<file path="config.mk">
export PLATFORM = sky130hd
export DESIGN_NAME = skpq_cell
export DESIGN_NICKNAME = d
export VERILOG_FILES = /design/src/skpq_pkg.sv /design/src/skpq_cell.sv
export SDC_FILE = /design/constraint.sdc
export NUM_CORES = 1
export LEC_CHECK = 0
export BUFFER_PORTS_ARGS = -buffer_cell sky130_fd_sc_hd__buf_2
export CELL_PAD_IN_SITES_DETAIL_PLACEMENT = 0
export CELL_PAD_IN_SITES_GLOBAL_PLACEMENT = 1
export CORE_UTILIZATION = 30
export CTS_BUF_LIST = sky130_fd_sc_hd__clkbuf_4
export DETAILED_ROUTE_END_ITERATION = 6
export GPL_ROUTABILITY_DRIVEN = 0
export PLACE_DENSITY_LB_ADDON = 0.1
export REMOVE_ABC_BUFFERS = 1
export SYNTH_ARGS = -nofsm -noshare
export SYNTH_HDL_FRONTEND = slang
export SYNTH_SLANG_ARGS = --single-unit
</file>
<file path="constraint.sdc">
create_clock -name clk -period 3.19 [get_ports clk]
set_input_delay 0.1595 -clock clk [delete_from_list [all_inputs] [get_ports clk]]
set_output_delay 0.1595 -clock clk [all_outputs]
set_load 0.05 [all_outputs]
</file>
<file path="src/skpq_pkg.sv">
package skpq_pkg;

	// default sizes
	localparam int CAPACITY_DEF  = 64;
	localparam int KEY_BITS_DEF  = 32;
	localparam int DATA_BITS_DEF = 32;

	// cells per partial or-group of the extracted payload
	localparam int GROUP_SIZE = 8;

	localparam int STATUS_BITS = 3;

	// operation codes
	localparam logic [1:0] MODE_INSERT      = 2'd0;
	localparam logic [1:0] MODE_EXTRACT_MIN = 2'd1;
	localparam logic [1:0] MODE_EXTRACT_KEY = 2'd2;

	typedef enum logic [STATUS_BITS-1:0] {
		ST_INSERTED  = 3'd0,
		ST_DUPLICATE = 3'd1,
		ST_FULL      = 3'd2,
		ST_MISSING   = 3'd3,
		ST_EXTRACTED = 3'd4
	} status_t;

	typedef enum logic [1:0] {
		S_IDLE,
		S_REDUCE,
		S_UPDATE
	} state_t;

	// control broadcast to every cell
	typedef struct packed {
		logic capture;   // latch compare flags against the incoming key
		logic ins;       // insert at the first cell whose key is not below
		logic shift_all; // every cell takes its right neighbor
		logic shift_hit; // cells from the match upward take their right neighbor
	} cell_ctrl_t;

endpackage

</file>
<file path="src/skpq_cell.sv">
module skpq_cell #(
	parameter int KEY_BITS  = skpq_pkg::KEY_BITS_DEF,
	parameter int DATA_BITS = skpq_pkg::DATA_BITS_DEF
) (
	input  logic                        clk,
	input  logic                        arst_n,
	input  skpq_pkg::cell_ctrl_t        ctrl,
	input  logic                        occupied,
	input  logic signed [KEY_BITS-1:0]  cmp_key,
	input  logic signed [KEY_BITS-1:0]  ins_key,
	input  logic [DATA_BITS-1:0]        ins_data,
	input  logic                        left_ge,
	input  logic signed [KEY_BITS-1:0]  left_key,
	input  logic [DATA_BITS-1:0]        left_data,
	input  logic signed [KEY_BITS-1:0]  right_key,
	input  logic [DATA_BITS-1:0]        right_data,
	output logic signed [KEY_BITS-1:0]  key,
	output logic [DATA_BITS-1:0]        data,
	output logic                        ge,
	output logic                        eq
);
	import skpq_pkg::*;

	logic signed [KEY_BITS-1:0] key_q;
	logic [DATA_BITS-1:0]       data_q;
	logic                       ge_q;
	logic                       eq_q;

	// compare flags, taken when an operation is accepted
	always_ff @(posedge clk or negedge arst_n) begin
		if (!arst_n) begin
			ge_q <= 1'b0;
			eq_q <= 1'b0;
		end else if (ctrl.capture) begin
			ge_q <= !occupied || (key_q >= cmp_key);
			eq_q <= occupied && (key_q == cmp_key);
		end
	end

	// entry shift: right on insert, left on extract
	always_ff @(posedge clk) begin
		if (ctrl.ins) begin
			if (ge_q && !left_ge) begin
				key_q  <= ins_key;
				data_q <= ins_data;
			end else if (ge_q) begin
				key_q  <= left_key;
				data_q <= left_data;
			end
		end else if (ctrl.shift_all || (ctrl.shift_hit && ge_q)) begin
			key_q  <= right_key;
			data_q <= right_data;
		end
	end

	assign key  = key_q;
	assign data = data_q;
	assign ge   = ge_q;
	assign eq   = eq_q;

endmodule

</file>
==> results.cfg <==
[logic_synthesis]
synth_top_family_by_area = multiplexers
yosys_register_bits = 66
seq_area_frac_synth_pct = 47.61
syn_area_per_cell_um2 = 10.20
synth_area_um2 = 4141
synthCells = 406
synth-compound-area-share_pct = 11.96
yosys.area_share.adder_pct = 9.668
synth-simple-area-share_pct = 10.00
ys_warn_count = 0
synth_mux_area_share_pct = 15.47
synth_xor_area_share_pct = 0
yosysUniqueCellTypes = 32

[grt]
antenna_found_initial = 0
grt_max_degree = 95
grt_pass1_wl_um = 19150
grt_usage_pct = 17.76
grt-ovfl-total = 0
first_global_vias = 3886

[placement]
dp.cells = 862
io_buffers = 297
pre_cts_slack_ps = 1153
dp_hpwl_um = 10080

[cts]
h-tree-depth = 3
cts_made_buffers = 9
clk_latency_ps = 430
path_clk_slew_ps = 110
clock-root-buffer = clkbuf_4
cts_sinks = 66
cts_buffer_depth = 2
cts_tree = built

[sta]
fmax_mhz = 428.3
skew_ps = 8.684
worst_slew_pin_slew_ps = 884.5
maxSlewViolCount = 0
timing.final.ws_setup_ps = 855.4
rsz0062_at_grt = false
post-route-period-util_pct = 73.19
slew_headroom_pct = 41.04
hold_violations = 0
finalSetupViolations = 0
finalCriticalPeriod_ps = 2335

[finish]
stdcell_count = 886
area_delta_synth_final_pct = 46.22
post_route_cells_drive_above_1_share_pct = 45.21
diodes = 0
layout_commonest_cell = buf_2
mostFrequentLayoutCells = 296 x buf_2, 79 x a21oi_1, 67 x nor2_1, 64 x mux2i_1, 64 x edfxtp_1
fin_nets = 969
n_fill_cell = 1368

[floorplanning]
core_um2 = 13350
die_area_um2 = 14280
die_h_um = 119.5
io_pins = 298
start_util_pct = 31.03
num_rows = 42
die_w_um = 119.5

[routing]
vias = 3994
ant_nets = 0
vias_per_cell = 4.508
drc = 0
firstDrtPassIters = 4
drt-initial-drc-count = 115
wl_per_cell_um = 14.18
routed_wl_um = 12570

[pwr]
peakVddDrop_uv = 222.5
powerDensity_nw_per_um2 = 486.9
power_leakage_uw = 0.003149

[setup_path]
cp.required_ps = 3560
cp-end-kind = flop
critical_path_class = reg2reg
critPathMaxFanout = 3
cp.arrival_ps = 2700
startpoint_type = flop

[run_status]
status = finished, final reports clean

[flow_run]
maxCapViolCount = 0

[min_path]
hold_class = in2reg
stage by stage:
step | util [%] | power (uW) | hold slack, ps | instance area (um2) | TNS, ps
4_1_cts | 45.37 | 3000 | 0.5956 | 6056 | 0
3_3_place_gp | 43.64 | 2345 | -50.07 | 5824 | 0
6_report | 45.37 | 2949 | 49.21 | 6056 | 0
2_1_floorplan | - | 1989 | -136.1 | 4054 | -37980
3_5_place_dp | 43.64 | 2358 | -45.21 | 5824 | 0
5_1_grt | 45.37 | 3122 | 3.538 | 6056 | 0
sequential cells by signal (all words and copies together) (netlist names):
name and cells:
key 32, data 32, ge 1, eq 1
routing by layer:
layer  vias up  global-route usage, %  wire, um  part of all wire, %
met5         -                      0         0                    0
met4         0                  4.141       147                  1.2
met3        10                  6.416       989                  7.9
met2       159                  32.44      6415                   51
met1      1756                  19.44      5013                   40
li1       2069                      -         -                    -
cell type report:
cell class                      count  area (um2)  area share (%)
Multi-Input combinational cell    284        1969           32.52
Clock inverter                      7       83.83           1.384
Tap cell                          176       220.2           3.636
Inverter                           35       131.4           2.169
Clock buffer                        9       67.56           1.116
Timing Repair Buffer              309        1612           26.61
Sequential cell                    66        1972           32.56
critical path: stages, from the launching register on:
cell	delay, ps
edfxtp_1	400
ha_1	350
nand4_2	140
nor4_2	280
nor3b_2	310
nand2_1	100
o22ai_1	130
dlygate4sd3_1	570
cell usage after synthesis:
| cell | number | area share (%) |
|---|---|---|
| a2111oi_1 | 1 | 0.24 |
| a211oi_1 | 1 | 0.18 |
| a21o_1 | 2 | 0.36 |
| a21oi_1 | 79 | 9.5 |
| a221o_1 | 1 | 0.24 |
| a31oi_1 | 1 | 0.15 |
| and3_1 | 1 | 0.15 |
| buf_1 | 3 | 0.27 |
| buf_2 | 7 | 0.85 |
| clkbuf_1 | 11 | 1.0 |
| dfrtp_1 | 2 | 1.2 |
| edfxtp_1 | 64 | 46 |
| ha_1 | 32 | 9.7 |
| inv_1 | 35 | 3.2 |
| mux2i_1 | 64 | 15 |
| nand2_1 | 9 | 0.82 |
| nand2_2 | 1 | 0.15 |
| nand2b_1 | 1 | 0.15 |
| nand2b_2 | 1 | 0.21 |
| nand3_1 | 4 | 0.48 |
| nand4_1 | 5 | 0.76 |
| nand4_2 | 1 | 0.30 |
| nor2_1 | 67 | 6.1 |
| nor2b_1 | 1 | 0.15 |
| nor3b_2 | 1 | 0.30 |
| nor4_1 | 1 | 0.15 |
| nor4_2 | 1 | 0.30 |
| o211ai_1 | 1 | 0.18 |
| o21ai_0 | 4 | 0.48 |
| o21ai_1 | 2 | 0.24 |
| o22ai_1 | 1 | 0.15 |
| o31ai_1 | 1 | 0.18 |
where the power goes:
group | switching, uW | internal (uW)
combinational | 791 | 374
clock | 314 | 309
sequential | 48.5 | 1110
worst paths after layout:
path / startpoint / end / slack [ps] / depth (start not counted)
worst min register to register: ge$_DFFE_PN0P_ / ge$_DFFE_PN0P_ / 660 / 2
min in group asynchronous: arst_n / ge$_DFFE_PN0P_ / 580 / 3
max in group asynchronous: arst_n / eq$_DFFE_PN0P_ / 1950 / 4
worst max register to register: key[30]$_DFFE_PP_ / eq$_DFFE_PN0P_ / 860 / 7
worst max-delay path: key[30]$_DFFE_PP_ / eq$_DFFE_PN0P_ / 860 / 7
worst min-delay path: right_data[7] / data[7]$_DFFE_PP_ / 50 / 3
logic make-up after synthesis:
logic type | count (synthesis)
fa+ha+maj | 32
buf+inv | 56
compound gates | 94
simple gates | 94
flops | 66
mux | 64
repair_timing:
item | CTS | global route
hold buffers | 8 | 0
resized for setup | 0 | 0
buffers inserted | 0 | 0
endpoints found under the hold margin | 7 | 0
No activity file was read; power rests on OpenSTA's default activity.
